**src/rtl/idt_pkg.sv**
```systemverilog
package idt_pkg;

  localparam int STACK_DEPTH = 32;
  localparam int INDENT_BITS = 16;
  localparam int SP_W        = $clog2(STACK_DEPTH);
  localparam int TAB_W       = 5;
  localparam int NEST_W      = 5;
  localparam int CHAR_W      = 8;

  localparam logic [TAB_W-1:0]       TAB_RESET  = TAB_W'(4);
  localparam logic [INDENT_BITS-1:0] INDENT_MAX = {INDENT_BITS{1'b1}};
  localparam logic [SP_W-1:0]        SP_FULL    = SP_W'(STACK_DEPTH - 1);

  localparam logic [CHAR_W-1:0] CH_NUL   = 8'h00;
  localparam logic [CHAR_W-1:0] CH_TAB   = 8'h09;
  localparam logic [CHAR_W-1:0] CH_LF    = 8'h0A;
  localparam logic [CHAR_W-1:0] CH_VT    = 8'h0B;
  localparam logic [CHAR_W-1:0] CH_FF    = 8'h0C;
  localparam logic [CHAR_W-1:0] CH_SPACE = 8'h20;
  localparam logic [CHAR_W-1:0] CH_SLASH = 8'h2F;

  typedef enum logic [2:0] {
    EV_NONE     = 3'd0,
    EV_SAME     = 3'd1,
    EV_BEGIN    = 3'd2,
    EV_END      = 3'd3,
    EV_MISMATCH = 3'd4,
    EV_OVERFLOW = 3'd5
  } ev_t;

  typedef enum logic [1:0] {
    ST_IDLE,
    ST_POP,
    ST_MISM
  } state_t;

  // Line indentation handed from the scanner to the stack controller.
  typedef struct packed {
    logic                   fire;
    logic                   slash;
    logic [INDENT_BITS-1:0] ind;
  } fin_t;

endpackage

```
**src/rtl/idt_stack_ram.sv**
```systemverilog
module idt_stack_ram (
  input  logic                            clk,
  input  logic                            we,
  input  logic [idt_pkg::SP_W-1:0]        waddr,
  input  logic [idt_pkg::INDENT_BITS-1:0] wdata,
  input  logic [idt_pkg::SP_W-1:0]        raddr,
  output logic [idt_pkg::INDENT_BITS-1:0] rdata
);
  import idt_pkg::*;

  logic [INDENT_BITS-1:0] mem [STACK_DEPTH];

  always_ff @(posedge clk) begin
    if (we) begin
      mem[waddr] <= wdata;
    end
  end

  // Write-first read so a push is visible to the very next pop.
  always_ff @(posedge clk) begin
    if (we && (waddr == raddr)) begin
      rdata <= wdata;
    end else begin
      rdata <= mem[raddr];
    end
  end

endmodule

```
**src/rtl/idt_scan.sv**
```systemverilog
module idt_scan (
  input  logic                       clk,
  input  logic                       rst,
  input  logic                       cfg_wr_en,
  input  logic [idt_pkg::TAB_W-1:0]  cfg_wr_data,
  input  logic                       accept,
  input  logic [idt_pkg::CHAR_W-1:0] char_in,
  input  logic                       line_start,
  output idt_pkg::fin_t              fin
);
  import idt_pkg::*;

  logic [TAB_W-1:0]       tab_width;
  logic                   counting, counting_next;
  logic                   slash_pend, slash_pend_next;
  logic                   in_cmt, in_cmt_next;
  logic [INDENT_BITS-1:0] acc, acc_next;
  logic [INDENT_BITS-1:0] eff_acc;
  logic                   eff_sl, eff_cm;
  logic [TAB_W-1:0]       amount;
  logic [INDENT_BITS:0]   sum;

  assign eff_acc = counting ? acc : '0;
  assign eff_sl  = counting & slash_pend;
  assign eff_cm  = counting & in_cmt;
  assign amount  = (char_in == CH_TAB) ? tab_width : TAB_W'(1);
  assign sum     = {1'b0, eff_acc} + (INDENT_BITS + 1)'(amount);

  always_comb begin
    counting_next   = counting;
    slash_pend_next = slash_pend;
    in_cmt_next     = in_cmt;
    acc_next        = acc;
    fin             = '0;
    if (accept && (counting || line_start)) begin
      counting_next   = 1'b1;
      slash_pend_next = eff_sl;
      in_cmt_next     = eff_cm;
      acc_next        = eff_acc;
      fin.ind         = eff_acc;
      if (eff_cm) begin
        if (char_in == CH_LF) begin
          in_cmt_next = 1'b0;
          acc_next    = '0;
        end else if (char_in == CH_NUL) begin
          fin.fire = 1'b1;
        end
      end else if (eff_sl) begin
        if (char_in == CH_SLASH) begin
          slash_pend_next = 1'b0;
          in_cmt_next     = 1'b1;
        end else begin
          fin.fire  = 1'b1;
          fin.slash = 1'b1;
        end
      end else begin
        case (char_in) inside
          CH_SPACE, CH_VT, CH_FF, CH_TAB: begin
            acc_next = sum[INDENT_BITS] ? INDENT_MAX : sum[INDENT_BITS-1:0];
          end
          CH_LF: begin
            acc_next = '0;
          end
          CH_SLASH: begin
            slash_pend_next = 1'b1;
          end
          default: begin
            fin.fire = 1'b1;
          end
        endcase
      end
      if (fin.fire) begin
        counting_next   = 1'b0;
        slash_pend_next = 1'b0;
        in_cmt_next     = 1'b0;
      end
    end
  end

  always_ff @(posedge clk) begin
    if (rst) begin
      tab_width  <= TAB_RESET;
      counting   <= 1'b1;
      slash_pend <= 1'b0;
      in_cmt     <= 1'b0;
      acc        <= '0;
    end else begin
      if (cfg_wr_en) begin
        tab_width <= cfg_wr_data;
      end
      counting   <= counting_next;
      slash_pend <= slash_pend_next;
      in_cmt     <= in_cmt_next;
      acc        <= acc_next;
    end
  end

endmodule

```
**src/rtl/idt_stack_ctrl.sv**
```systemverilog
module idt_stack_ctrl (
  input  logic                       clk,
  input  logic                       rst,
  input  idt_pkg::fin_t              fin,
  output logic                       in_ready,
  output logic                       out_valid,
  input  logic                       out_ready,
  output idt_pkg::ev_t               out_ev,
  output logic                       out_slash,
  output logic                       out_last,
  output logic [idt_pkg::NEST_W-1:0] out_depth
);
  import idt_pkg::*;

  state_t                 state, state_next;
  logic [SP_W-1:0]        sp, sp_next, sp_dec;
  logic [INDENT_BITS-1:0] top_val, top_next;
  logic [INDENT_BITS-1:0] ind_q, ind_next, cmp_ind, next_top, rd_data;
  logic                   slash_q, slash_next;
  logic                   out_free, load, load_last, push;
  ev_t                    load_ev;

  assign out_free = !out_valid || out_ready;
  assign in_ready = (state == ST_IDLE) && out_free;
  assign sp_dec   = sp - 1'b1;
  assign next_top = (sp_dec == '0) ? '0 : rd_data;
  assign cmp_ind  = (state == ST_IDLE) ? fin.ind : ind_q;

  idt_stack_ram u_ram (
    .clk   (clk),
    .we    (push),
    .waddr (sp),
    .wdata (top_val),
    .raddr (sp_next - 1'b1),
    .rdata (rd_data)
  );

  always_comb begin
    state_next = state;
    sp_next    = sp;
    top_next   = top_val;
    ind_next   = ind_q;
    slash_next = slash_q;
    load       = 1'b0;
    load_ev    = EV_SAME;
    load_last  = 1'b1;
    push       = 1'b0;
    unique case (state)
      ST_IDLE: begin
        if (fin.fire) begin
          ind_next   = fin.ind;
          slash_next = fin.slash;
          load       = 1'b1;
          if (fin.ind > top_val) begin
            if (sp == SP_FULL) begin
              load_ev = EV_OVERFLOW;
            end else begin
              load_ev  = EV_BEGIN;
              push     = 1'b1;
              sp_next  = sp + 1'b1;
              top_next = fin.ind;
            end
          end else if (fin.ind < top_val) begin
            state_next = ST_POP;
          end
        end
      end
      ST_POP, ST_MISM: begin
      end
      default: begin
      end
    endcase
    // One pop per cycle when out_free; RAM always holds the entry below the top.
    if ((state == ST_POP && out_free) || (state == ST_IDLE && state_next == ST_POP)) begin
      load     = 1'b1;
      load_ev  = EV_END;
      sp_next  = sp_dec;
      top_next = next_top;
      if (cmp_ind == next_top) begin
        state_next = ST_IDLE;
      end else begin
        load_last  = 1'b0;
        state_next = (cmp_ind < next_top) ? ST_POP : ST_MISM;
      end
    end
    if (state == ST_MISM && out_free) begin
      load       = 1'b1;
      load_ev    = EV_MISMATCH;
      state_next = ST_IDLE;
    end
  end

  always_ff @(posedge clk) begin
    if (rst) begin
      state     <= ST_IDLE;
      sp        <= '0;
      top_val   <= '0;
      out_valid <= 1'b0;
    end else begin
      state   <= state_next;
      sp      <= sp_next;
      top_val <= top_next;
      if (load) begin
        out_valid <= 1'b1;
      end else if (out_ready) begin
        out_valid <= 1'b0;
      end
    end
  end

  always_ff @(posedge clk) begin
    ind_q   <= ind_next;
    slash_q <= slash_next;
    if (load) begin
      out_ev    <= load_ev;
      out_slash <= (state == ST_IDLE) ? fin.slash : slash_q;
      out_last  <= load_last;
      out_depth <= NEST_W'(sp_next);
    end
  end

  a_ready_idle: assert property (@(posedge clk) disable iff (rst)
    (state != ST_IDLE) |-> !in_ready)
    else $error("input taken while a dedent run is in progress");

  a_pop_dec: assert property (@(posedge clk) disable iff (rst)
    (load && load_ev == EV_END) |=> (sp == $past(sp_dec)))
    else $error("block end without a pop");

  a_push_deeper: assert property (@(posedge clk) disable iff (rst)
    (load && load_ev == EV_BEGIN) |=> (top_val > $past(top_val)))
    else $error("push did not deepen the top level");

  a_run_open: assert property (@(posedge clk) disable iff (rst)
    (load && !load_last) |=> (state != ST_IDLE))
    else $error("run ended without a final result");

endmodule

```
**src/rtl/indent_block_tracker.sv**
```systemverilog
// Indentation block tracker: finds block nesting from leading whitespace.
// Input channel (s_*): one source byte per transfer in s_tdata, with the
// line-start flag in s_tuser. Spaces, vertical tabs and form feeds add one
// column, a tab adds tab_width columns, a newline restarts the count and a
// line opening with // is skipped. The first other byte closes the count.
// Output channel (m_*): nest_depth in m_tdata, event code and held-slash flag
// in m_tuser, m_tlast on the final result of the byte that caused it.
// Throughput: one byte per cycle while s_tready is high. A byte that closes a
// count produces its first result in the cycle after its transfer. A dedent
// occupies the block until its last result is loaded, as the stack controller
// pops one level per cycle while the output is free, from the level RAM, whose
// read is registered. The output register lets a new byte be taken in the same
// cycle that the last result is taken. When the receiver stalls, the result
// stays in the output register and s_tready drops until it is taken.
// Reset (rst, synchronous) sets tab_width to 4, starts counting at column 0
// and empties the stack; no RAM clearing pass is needed. The block relies on
// the user to have tab_width written through cfg_wr_en/cfg_wr_data while idle.
module indent_block_tracker (
  input  logic       clk,
  input  logic       rst,
  input  logic       cfg_wr_en,
  input  logic [4:0] cfg_wr_data,  // tab_width
  input  logic       s_tvalid,
  output logic       s_tready,
  input  logic [7:0] s_tdata,      // [7:0] char_in
  input  logic [0:0] s_tuser,      // [0] line_start
  output logic       m_tvalid,
  input  logic       m_tready,
  output logic [7:0] m_tdata,      // [4:0] nest_depth, upper bits zero
  output logic [3:0] m_tuser,      // [2:0] event_res, [3] slash_held
  output logic       m_tlast       // last_of_run
);
  import idt_pkg::*;

  fin_t              fin;
  logic              accept;
  ev_t               out_ev;
  logic              out_slash;
  logic [NEST_W-1:0] out_depth;

  // A transfer on the input side happens when both handshake signals are high.
  assign accept = s_tvalid && s_tready;

  idt_scan u_scan (
    .clk         (clk),
    .rst         (rst),
    .cfg_wr_en   (cfg_wr_en),
    .cfg_wr_data (cfg_wr_data),
    .accept      (accept),
    .char_in     (s_tdata),
    .line_start  (s_tuser[0]),
    .fin         (fin)
  );

  idt_stack_ctrl u_ctrl (
    .clk       (clk),
    .rst       (rst),
    .fin       (fin),
    .in_ready  (s_tready),
    .out_valid (m_tvalid),
    .out_ready (m_tready),
    .out_ev    (out_ev),
    .out_slash (out_slash),
    .out_last  (m_tlast),
    .out_depth (out_depth)
  );

  // Results are packed low field first; unused data bits stay zero.
  assign m_tdata = {(8 - NEST_W)'(0), out_depth};
  assign m_tuser = {out_slash, out_ev};

endmodule

```
**config.mk**
```make
export PLATFORM = sky130hd
export DESIGN_NAME = indent_block_tracker
export DESIGN_NICKNAME = d
export VERILOG_FILES = /design/src/rtl/idt_pkg.sv /design/src/rtl/idt_stack_ram.sv /design/src/rtl/idt_scan.sv /design/src/rtl/idt_stack_ctrl.sv /design/src/rtl/indent_block_tracker.sv
export SDC_FILE = /design/constraint.sdc
export NUM_CORES = 1
export LEC_CHECK = 0
export BUFFER_PORTS_ARGS = -buffer_cell sky130_fd_sc_hd__buf_2
export CAP_MARGIN = 40
export CORE_UTILIZATION = 42
export CTS_BUF_LIST = sky130_fd_sc_hd__clkbuf_8 sky130_fd_sc_hd__clkbuf_16
export CTS_CLUSTER_SIZE = 20
export DETAILED_ROUTE_END_ITERATION = 10
export PLACE_DENSITY = 0.66
export SYNTH_ARGS = -nofsm -noshare
export SYNTH_HDL_FRONTEND = slang
export SYNTH_SLANG_ARGS = --single-unit
```
**constraint.sdc**
```tcl
create_clock -name clk -period 6.6 [get_ports clk]
set_input_delay 1.32 -clock clk [delete_from_list [all_inputs] [get_ports clk]]
set_output_delay 1.32 -clock clk [all_outputs]
set_load 0.05 [all_outputs]
```
==> results of run 1 <==
sequential cells by signal, indices dropped and copies added (netlist names), 2 cells and up, named ones only:
| signal | flops |
|---|---|
| u_ctrl.u_ram.mem | 512 |
| u_ctrl.sp | 5 |
| u_scan.tab_width | 5 |
| u_ctrl.top_val | 16 |
| u_ctrl.out_depth | 5 |
| u_ctrl.out_ev | 3 |
| u_scan.acc | 16 |
| u_ctrl.state | 2 |
| u_ctrl.ind_q | 16 |
stage by stage:
step	total power, mW	instances
6_report	12.0	2320
5_1_grt	12.5	2319
4_1_cts	12.1	2318
3_5_place_dp	8.82	2210
3_3_place_gp	8.76	2202
2_1_floorplan	7.54	1427
worst max-delay path, delay by kind of cell:
| family | cells | cell delay, ns |
|---|---|---|
| AO/OA/AOI/OAI | 1 | 0.19 |
| buffers and inverters | 1 | 0.10 |
| AND/OR/NAND/NOR | 10 | 3.22 |
| adder cells (fa/ha/maj) | 1 | 0.32 |
area by class of cell:
cell class | count | area (um^2) | area share [%]
sequential | 592 | 17300 | 60.9
multi-input combinational | 725 | 7310 | 25.8
tap | 765 | 957 | 3.38
clock buffer | 60 | 1490 | 5.26
timing repair buffer | 96 | 756 | 2.67
antenna | 1 | 2.50 | 0.00883
inverter | 33 | 124 | 0.437
clock inverter | 48 | 430 | 1.52
metal layers:
metal,vias to the layer above,GRT usage [%],wire length (um)
met4,0,5.97,1600
met2,447,31.7,28400
li1,5806,-,-
met5,-,0,0
met1,6908,26.0,23500
met3,91,3.56,3460
power breakdown:
group          switching (mW)  internal [mW]  total [mW]
clock                    1.41           1.87        3.28
combinational            2.18           1.68        3.86
sequential              0.267           4.58        4.84
layout by cell type, fill, tap and decap left out, types with 9 or more instances in the layout:
cell type / n
nand3_1: 16
mux4_2: 160
conb_1: 19
buf_4: 54
a311oi_1: 14
mux2_2: 18
and3_1: 11
a21o_1: 26
a21oi_1: 50
dfxtp_1: 49
buf_2: 30
inv_1: 46
clkbuf_16: 59
nand2_1: 92
mux2i_1: 15
nor2_2: 28
clkinv_1: 12
xnor2_1: 9
o21ai_0: 22
nor2b_1: 13
nor2_1: 60
ha_1: 43
and2_1: 13
edfxtp_1: 539
final timing paths:
kind / startpoint / endpoint / slack [ns] / cells past startpoint
worst min-delay path: u_scan.acc[3] / u_scan.acc[3] / 0.48 / 2
worst max-delay path: m_tready / u_ctrl.u_ram.mem[2][12] / 1.67 / 13
worst min register to register: u_scan.acc[3] / u_scan.acc[3] / 0.48 / 2
worst max register to register: u_ctrl.state[1] / u_ctrl.u_ram.mem[2][12] / 1.92 / 13
cells by family after synthesis:
family | count (synthesis) | share of synthesized area, %
DFF | 592 | 69.4
and+or+nand+nor | 289 | 5.57
muxes | 193 | 15.9
AOI/OAI and AO/OA | 166 | 4.53
buffers and inverters | 110 | 1.87
adders and majority gates | 44 | 2.24
xor gates and xnor gates | 14 | 0.493
other | 1 | 0.0151
==> summary.md, run 1 <==
| Metric | Value |
|---|---|
| Post-DP HPWL | `35.4 mm` |
| Fmax | `around 200 MHz` |
| Crit path DAT | `just over 5 ns` |
| Vias after detailed routing | `13252` |
| Final slew viol count | `0` |
| First-pass GRT wire length | `85.2 mm` |
| CTS resizes | `0` |
| Finished Core Util | `48.7%` |
| Status | `complete, no violations` |
| Dominant synthesized flop cell | `edfxtp_1` |
| Final Hold Viols | `0` |
| Mapped Area | `between 20000 and 25000 um^2` |
| Synth top area cells | `edfxtp_1, mux4_2, dfxtp_1` |
| Sequential area share after synthesis | `69.4%` |
| Most repeated library cell on the critical path | `and3_1` |
| Hold Buf Count CTS | `0` |
| Slowest cell delay on critical path | `0.82 ns` |
| Total track usage | `19.3%` |
| Crit path cell chain | `buf_2, nand2b_1, and3_1, and3_1, ha_1, nand4_1, nor4_1, a21boi_1, or4b_1, nand3_1, nor2b_1, nand2_1, nor2_2` |
| Average size of a mapped cell | `17.6 um^2` |
| Hold_ws | `roughly 0.48 ns` |
| Count leader, synth | `edfxtp_1` |
| Startpoint types | `input port` |
| Clk Latency, worst-skew pair | `0.65 ns` |
| Pwr dens | `about 420 nW/um^2` |
| Residual DRC | `0` |
| Setup WS pre-CTS | `1.01 ns` |
| Slew HR | `40.1%` |
| Asr flop ratio synth | `0%` |
| CTS Root Buffer Type | `clkbuf_16` |
| Clock Sinks | `592` |
| Layout Skew | `0.0294 ns` |
| Core area | `around 58000 um^2` |
| Slowest cell on crit path | `nor2_2` |
| CTS tree | `yes` |
| Vias in the first global route | `13247` |
| Critical Path RT | `6.84 ns` |
| Antenna-violating nets left | `0` |
| Final #Nets | `1570` |
| Total gr overflow | `0` |
| Fill count | `about 4800` |
| Max_cap viols | `0` |
| Worst Tran Pin Value | `0.898 ns` |
| Initial DRT Pass Iterations | `5` |
| RSZ-0062 raised after global routing | `no` |
| Io pins | `34` |
| Final wirelength | `~57 mm` |
| Setup TNS | `0 ns` |
| GPL Wtd Cong | `0.881` |
| Top cell type by total area after synthesis | `edfxtp_1` |
| Final std cell area, no fill | `~28000 um^2` |
| Post-synth top cells | `edfxtp_1, mux4_2, nand2_1` |
| Synth warn | `0` |
| DR WL/cell | `24.5 um` |
| Yosys cell types | `74` |
| Synth top area share | `65.1%` |
| Class of the worst hold path | `reg -> reg` |
| CTS Buf Count | `59` |
| Endpoints failing setup | `0` |
| Post-synth EDFFs | `539` |
| Largest net degree at the start of global routing | `46` |
| Die Wd | `245 um` |
| Dpl cell area | `26400 um^2` |
| Drt initial violations | `between 1000 and 1500` |
| Layout cells sized above 1 | `26.3%` |
| PortBufs | `30` |
| Syn Inst Count | `1409` |
| VDD IR-drop max | `roughly 0.29 mV` |
| Setup WS post-layout | `1.67 ns` |
| Via/cell ratio | `5.71` |
| Leakage | `slightly below 10 nW` |
| Post-synthesis register bit count | `592` |
| DIE AREA | `roughly 60000 um^2` |
| Clk buf depth | `3` |
| Die H | `between 200 and 250 um` |
| Htree depth | `2` |
| CTS clk-pin slew, worst paths | `roughly 0.06 ns` |
| Initial core utilization | `42.8%` |
| Crit-path max FO | `16` |
| Final worst path period share | `74.7%` |
| Row cnt | `88` |
| Initial antenna violation count | `2` |
| Crit path kind | `in -> reg` |
| Area Growth Syn to Fin | `13.9%` |
| CP endpoint kind | `register` |
| Fin crit period | `4.93 ns` |
| Post-CTS Setup Inserts | `0` |
Power figures use the tool's default switching activity.
==> run 2: changes to the inputs <==
clock period = 5.1 ns   (was 6.6 ns; I/O delays follow)
==> run 2 against run 1 <==
  * Design area grew 0.83%
  * Critical path depth grew 1
  * Largest power group unchanged
  * Utilization grew 0.41 points
  * Clock power grew 35%
  * Setup slack lost 1.2 ns
  * Die area is the same
  * Sequential power grew 29%
  * Global-route usage is essentially flat
==> summary.md, run 2 (synthesis gave the netlist of run 1 again) <==
| Metric | Value |
|---|---|
| Status | `complete, no violations (unchanged)` |
| Crit path DAT | `4.87 ns (was 5.17 ns)` |
| CP Launch Point | `u_ctrl.state[1] (was m_tready)` |
| CTS resizes | `0 (unchanged)` |
| Crit path cell chain | `or2_2, nor2_1, nand2_1, nor2_1, ha_1, nand4_1, nor4_1, a21boi_1, or4b_1, nand3_1, nor2b_1, nand2_1, nor2_2, buf_4 (was buf_2, nand2b_1, and3_1, and3_1, ha_1, nand4_1, nor4_1, a21boi_1, or4b_1, nand3_1, nor2b_1, nand2_1, nor2_2)` |
| Die Wd | `245 um (unchanged)` |
| Hold Buf Count CTS | `0 (unchanged)` |
| Die H | `245 um (unchanged)` |
| Clock share of power | `28.2% (was 27.4%)` |
| Fin crit period | `4.60 ns` |
| Leakage | `9.78 nW (was 9.65 nW)` |
| Class of the worst hold path | `reg -> reg (unchanged)` |
| Row cnt | `88 (unchanged)` |
| Initial antenna violation count | `0 (was 2)` |
| VDD IR-drop max | `0.366 mV (was 0.291 mV)` |
| Initial DRT Pass Iterations | `5 (unchanged)` |
| Core area | `58100 um^2 (unchanged)` |
| Crit path kind | `reg -> reg (was in -> reg)` |
| Setup TNS | `0 ns (unchanged)` |
| Critical Path RT | `5.36 ns (was 6.84 ns)` |
| Most frequent cells in the layout | `edfxtp_1, mux4_2, nand2_1, buf_4, nor2_1 (was edfxtp_1, mux4_2, nand2_1, nor2_1, clkbuf_16)` |
| Drt initial violations | `1262 (was 1300)` |
| R2r startpoint | `u_ctrl.state[1] (unchanged)` |
| Clk buf depth | `3 (unchanged)` |
| Seq pwr share | `39.8% (was 40.4%)` |
| Total track usage | `19.3% (about the same)` |
| Slowest cell delay on critical path | `0.51 ns (was 0.82 ns)` |
| RSZ-0062 raised after global routing | `no (unchanged)` |
| PortBufs | `30 (unchanged)` |
| Total gr overflow | `0 (unchanged)` |
| Crit-path max FO | `18 (was 16)` |
| Commonest non-fill, non-tap cell in the layout | `edfxtp_1 (unchanged)` |
| Area of the multi-input gates | `7330 um^2 (was 7310 um^2)` |
| Residual DRC | `0 (unchanged)` |
| Worst Tran Pin Value | `0.828 ns (was 0.898 ns)` |
| Final #Nets | `1586 (was 1570)` |
| Clk Latency, worst-skew pair | `0.62 ns (was 0.65 ns)` |
| Htree depth | `2 (unchanged)` |
| Slew HR | `44.8% (was 40.1%)` |
| Switching Power | `5.03 mW (was 3.86 mW)` |
| Via/cell ratio | `5.72 (was 5.71)` |
| Area Growth Syn to Fin | `14.9% (was 13.9%)` |
| Hold_ws | `0.494 ns (was 0.478 ns)` |
| Layout Skew | `0.0265 ns (was 0.0294 ns)` |
| Layout cells sized above 1 | `28.1% (was 26.3%)` |
| Endpoints failing setup | `0 (unchanged)` |
| Final Hold Viols | `0 (unchanged)` |
| Register area | `17300 um^2 (unchanged)` |
| CP endpoint kind | `register (unchanged)` |
| CTS clk-pin slew, worst paths | `0.07 ns (was 0.06 ns)` |
| Final wirelength | `56.9 mm (about the same)` |
| CTS Buf Count | `57 (was 59)` |
| Pint | `10.7 mW (was 8.13 mW)` |
| Initial core utilization | `42.8% (unchanged)` |
| Post-CTS Setup Inserts | `0 (unchanged)` |
| Final worst path period share | `90.3%` |
| Io pins | `34 (unchanged)` |
| Largest net degree at the start of global routing | `40 (was 46)` |
| DR WL/cell | `24.4 um (was 24.5 um)` |
| Register bank with the most flops | `u_ctrl.u_ram.mem (unchanged)` |
| Vias after detailed routing | `13368 (was 13252)` |
| Slowest cell on crit path | `or2_2 (was nor2_2)` |
| # diodes | `0 (was 1)` |
| Max_cap viols | `0 (unchanged)` |
| Final slew viol count | `0 (unchanged)` |
| Startpoint types | `register (was input port)` |
| CTS Root Buffer Type | `clkbuf_16 (unchanged)` |
| Fill count | `4763 (was 4803)` |
| Clock Sinks | `592 (unchanged)` |
| GPL Wtd Cong | `0.853 (was 0.881)` |
| Switching part of the total power | `32.0% (was 32.2%)` |
| Largest register FFs | `512 (unchanged)` |
| DIE AREA | `60200 um^2 (unchanged)` |
| Fmax | `217 MHz` |
| CTS tree | `yes (unchanged)` |
| Logic pwr share | `32.1% (was 32.2%)` |
| Antenna-violating nets left | `0 (unchanged)` |
| Vias in the first global route | `13546 (was 13247)` |
| Post-DP HPWL | `36.3 mm (was 35.4 mm)` |
| Pwr dens | `551 nW/um^2 (was 423 nW/um^2)` |
| Hold path startpoint | `u_scan.acc[0] (was u_scan.acc[3])` |
| First-pass GRT wire length | `86.4 mm (was 85.2 mm)` |
-- run 2: cell count changes in the layout (fill, tap and decap cells not counted), sizes merged --
cell      previous run  this run
clkinv              22        26
clkinvlp             5         6
bufinv               6        10
diode                1         0
clkbuf              60        57
inv                 48        42
buf                 96       114
-- run 2: path summary, 6_finish.rpt --
path,end,slack [ns],depth (start not counted)
setup / recovery,u_ctrl.u_ram.mem[29][8],0.50,14
hold / removal,u_scan.acc[0],0.49,2
setup reg to reg,u_ctrl.u_ram.mem[29][8],0.50,14
hold reg to reg,u_scan.acc[0],0.49,2
-- run 2: stage by stage --
step / utilization [%] / cell area, um^2 / worst slack (ns) / std cells / power (mW)
detailed placement: 45.7 / 26600 / 0.0365 / 2229 / 11.4
finish: 49.1 / 28600 / 0.496 / 2337 / 15.7
floorplan: - / 25000 / 0.142 / 1427 / 9.77
global placement: 45.6 / 26500 / 0.168 / 2224 / 11.4
global route: 49.1 / 28600 / 0.233 / 2337 / 16.4
CTS: 49.1 / 28600 / 0.513 / 2337 / 15.9
-- run 2: worst max-delay path: cells and delay by family, from the launching register on --
family                   cells  cell delay [ns]
AO/OA/AOI/OAI                1             0.20
flip-flops                   1             0.37
buffers and inverters        1             0.37
AND/OR/NAND/NOR             11             3.06
adder cells (fa/ha/maj)      1             0.21
-- run 2: power by group through the flow --
stage	Sequential, mW	Clock, mW	Combinational, mW
2_1_floorplan	6.41	0	3.35
3_3_place_gp	6.37	0	4.98
3_5_place_dp	6.37	0	5.08
4_1_cts	6.26	4.51	5.10
5_1_grt	6.29	4.71	5.39
6_report	6.26	4.44	5.05
-- run 2: metal layers --
layer,routed length (um),GRT usage (%)
met5,0,0
met4,1530,6.01
met3,2960,2.60
met2,27900,31.2
met1,24500,27.2
-- run 2: area by class of cell --
type | count | area share, %
Inverter | 33 | 0.434
Tap cell | 765 | 3.35
Multi-Input combinational cell | 725 | 25.7
Sequential cell | 592 | 60.4
Clock inverter | 51 | 2.02
Clock buffer | 57 | 4.99
Timing Repair Buffer | 114 | 3.11
==> run 3: changes to the inputs <==
BUFFER_PORTS_ARGS = unset   (was -buffer_cell sky130_fd_sc_hd__buf_2)
DONT_BUFFER_PORTS = 1   (was unset)
PLACE_DENSITY = 0.65   (was 0.66)
==> run 3 against run 2 <==
  * Clock power about the same
  * Register-to-register slack better by 0.13 ns
  * Clock-buffer cell count increased by 3
  * Total power is 0.17% lower
  * Design area shrank 0.11%
  * Routed wire length is essentially flat
  * Via count down 0.97%
  * Flip-flop and latch count unchanged
  * Hold slack got worse by 0.039 ns
==> summary.md, run 3 (synthesis gave the netlist of run 1 again) <==
| Metric | Value |
|---|---|
| Htree depth | `2 (unchanged)` |
| GPL Wtd Cong | `0.859 (was 0.853)` |
| Post-DP HPWL | `36.7 mm (was 36.3 mm)` |
| Fmax | `223 MHz (was 217 MHz)` |
| Clk Latency, worst-skew pair | `0.64 ns (was 0.62 ns)` |
| CTS Root Buffer Type | `clkbuf_16 (unchanged)` |
| Slowest cell on crit path | `or2_2 (unchanged)` |
| Fin crit period | `4.48 ns (was 4.60 ns)` |
| RSZ-0062 raised after global routing | `no (unchanged)` |
| Class of the worst hold path | `in -> reg (was reg -> reg)` |
| DR WL/cell | `24.5 um (was 24.4 um)` |
| CTS tree | `yes (unchanged)` |
| Crit path kind | `reg -> reg (unchanged)` |
| Leakage | `9.73 nW (was 9.78 nW)` |
| Startpoint types | `register (unchanged)` |
| Slowest cell delay on critical path | `0.51 ns (about the same)` |
| Final slew viol count | `0 (unchanged)` |
| First-pass GRT wire length | `86.0 mm (was 86.4 mm)` |
| Seq pwr share | `41.0% (was 39.8%)` |
| CTS Buf Count | `59 (was 57)` |
| Switching Power | `5.00 mW (was 5.03 mW)` |
| Die Wd | `245 um (unchanged)` |
| Core area | `58100 um^2 (unchanged)` |
| Largest register FFs | `512 (unchanged)` |
| Setup TNS | `0 ns (unchanged)` |
| Residual DRC | `0 (unchanged)` |
| Crit-path max FO | `18 (unchanged)` |
| VDD IR-drop max | `0.329 mV (was 0.366 mV)` |
| Final worst path period share | `87.8% (was 90.3%)` |
| Antenna-violating nets left | `0 (unchanged)` |
| Io pins | `34 (unchanged)` |
| Fill count | `4790 (was 4763)` |
| Total gr overflow | `0 (unchanged)` |
| Pwr dens | `551 nW/um^2 (about the same)` |
| Vias after detailed routing | `13238 (was 13368)` |
| Initial core utilization | `42.8% (unchanged)` |
| Max_cap viols | `0 (unchanged)` |
| Final #Nets | `1566 (was 1586)` |
| Pint | `10.7 mW (about the same)` |
| Slew HR | `46.2% (was 44.8%)` |
| CP bufs+invs | `1 (unchanged)` |
| Most frequent cells in the layout | `edfxtp_1, mux4_2, nand2_1, buf_4, nor2_1 (unchanged)` |
| Total track usage | `19.4% (was 19.3%)` |
| Crit path cell chain | `or2_2, nor2_1, nand2_1, nor2_1, ha_1, nand4_1, nor4_1, a21boi_1, or4b_1, nand3_1, nor2b_2, nand2_1, nor3_4, buf_4 (was or2_2, nor2_1, nand2_1, nor2_1, ha_1, nand4_1, nor4_1, a21boi_1, or4b_1, nand3_1, nor2b_1, nand2_1, nor2_2, buf_4)` |
| GRT met2 Usage | `30.1% (was 31.2%)` |
| CP endpoint kind | `register (unchanged)` |
| Largest net degree at the start of global routing | `50 (was 40)` |
| Clock Sinks | `592 (unchanged)` |
| Endpoints failing setup | `0 (unchanged)` |
| CP delay by family, top | `simple AND/OR/NAND/NOR gates (unchanged)` |
| Status | `complete, no violations (unchanged)` |
| CTS clk-pin slew, worst paths | `0.06 ns (was 0.07 ns)` |
| Crit path DAT | `4.79 ns (was 4.87 ns)` |
| Row cnt | `88 (unchanged)` |
| Finished Core Util | `49.1% (about the same)` |
| Area of the multi-input gates | `7340 um^2 (was 7330 um^2)` |
| Initial DRT Pass Iterations | `5 (unchanged)` |
| Final Hold Viols | `0 (unchanged)` |
| Critical Path RT | `5.41 ns (was 5.36 ns)` |
| Clock share of power | `28.2% (about the same)` |
| Grt met1 use | `27.9% (was 27.2%)` |
| Register bank with the most flops | `u_ctrl.u_ram.mem (unchanged)` |
| GRT Max-Usage Layer | `met2 (unchanged)` |
| Drt initial violations | `1258 (was 1262)` |
| Logic pwr share | `30.8% (was 32.1%)` |
| Worst Tran Pin Value | `0.806 ns (was 0.828 ns)` |
| Met3 GRT Util | `3.20% (was 2.60%)` |
| Register area | `17300 um^2 (unchanged)` |
| Initial antenna violation count | `1 (was 0)` |
| Clk buf depth | `3 (unchanged)` |
| Layout Skew | `0.0190 ns (was 0.0265 ns)` |
| Area Growth Syn to Fin | `14.8% (was 14.9%)` |
| Final wirelength | `56.9 mm (about the same)` |
| Via/cell ratio | `5.71 (was 5.72)` |
| Layout cells sized above 1 | `26.6% (was 28.1%)` |
| Vias in the first global route | `13353 (was 13546)` |
| Switching part of the total power | `31.8% (was 32.0%)` |
| DIE AREA | `60200 um^2 (unchanged)` |
| Die H | `245 um (unchanged)` |
| # diodes | `0 (unchanged)` |
| PortBufs | `0 (was 30)` |
| Commonest non-fill, non-tap cell in the layout | `edfxtp_1 (unchanged)` |
| Post-CTS Setup Inserts | `0 (unchanged)` |
## run 3: metrics by stage
| step | setup slack, ns | cells | hold WS, ns | power [mW] | cell area [um^2] |
|---|---|---|---|---|---|
| 3_3_place_gp | 0.203 | 2207 | 0.448 | 11.4 | 26500 |
| 5_1_grt | 0.173 | 2319 | 0.420 | 16.4 | 28500 |
| 3_5_place_dp | 0.0702 | 2207 | 0.466 | 11.4 | 26500 |
| 2_1_floorplan | 0.142 | 1427 | 0.451 | 9.77 | 25000 |
| 4_1_cts | 0.477 | 2319 | 0.415 | 15.9 | 28500 |
| 6_report | 0.621 | 2319 | 0.455 | 15.7 | 28500 |
## run 3: path summary, 6_finish.rpt
path	from	end	slack, ns	depth (start not counted)
setup / recovery	u_ctrl.state[1]	u_ctrl.u_ram.mem[12][4]	0.62	14
setup reg to reg	u_ctrl.state[1]	u_ctrl.u_ram.mem[12][4]	0.62	14
hold / removal	rst	u_scan.acc[4]	0.45	1
hold reg to reg	u_scan.acc[4]	u_scan.acc[4]	0.47	2
## run 3: worst reg2reg max path, delay by kind of cell, from the launching register on
kind | cells | cell delay, ns
adders and majority gates | 1 | 0.21
DFF | 1 | 0.39
AOI/OAI and AO/OA | 1 | 0.20
and+or+nand+nor | 11 | 3.02
buffers and inverters | 1 | 0.33
## run 3: metal layers
layer,wire length [um],share of wire [%]
met1,24700,43
met2,26700,47
met3,3580,6.3
met4,1890,3.3
met5,0,0
## run 3: power by group through the flow
stage                     sequential, mW  combinational, mW  clock, mW
after floorplan                     6.41               3.35          0
after global placement              6.55               4.83          0
after detailed placement            6.56               4.87          0
after CTS                           6.46               4.89       4.52
after global routing                6.48               5.21       4.70
final                               6.45               4.84       4.44
## run 3: area by class of cell
type	count	area share [%]
Sequential cell	592	60.5
Multi-Input combinational cell	725	25.7
Clock buffer	60	5.22
Tap cell	765	3.35
Timing Repair Buffer	92	2.90
Clock inverter	52	1.88
Inverter	33	0.434
## run 3: repair_timing
item                       in CTS  in global routing
hold buffers                    0                  0
setup endpoints to repair       0                 48
gates resized for setup         0                  1
hold endpoints to repair        0                  0
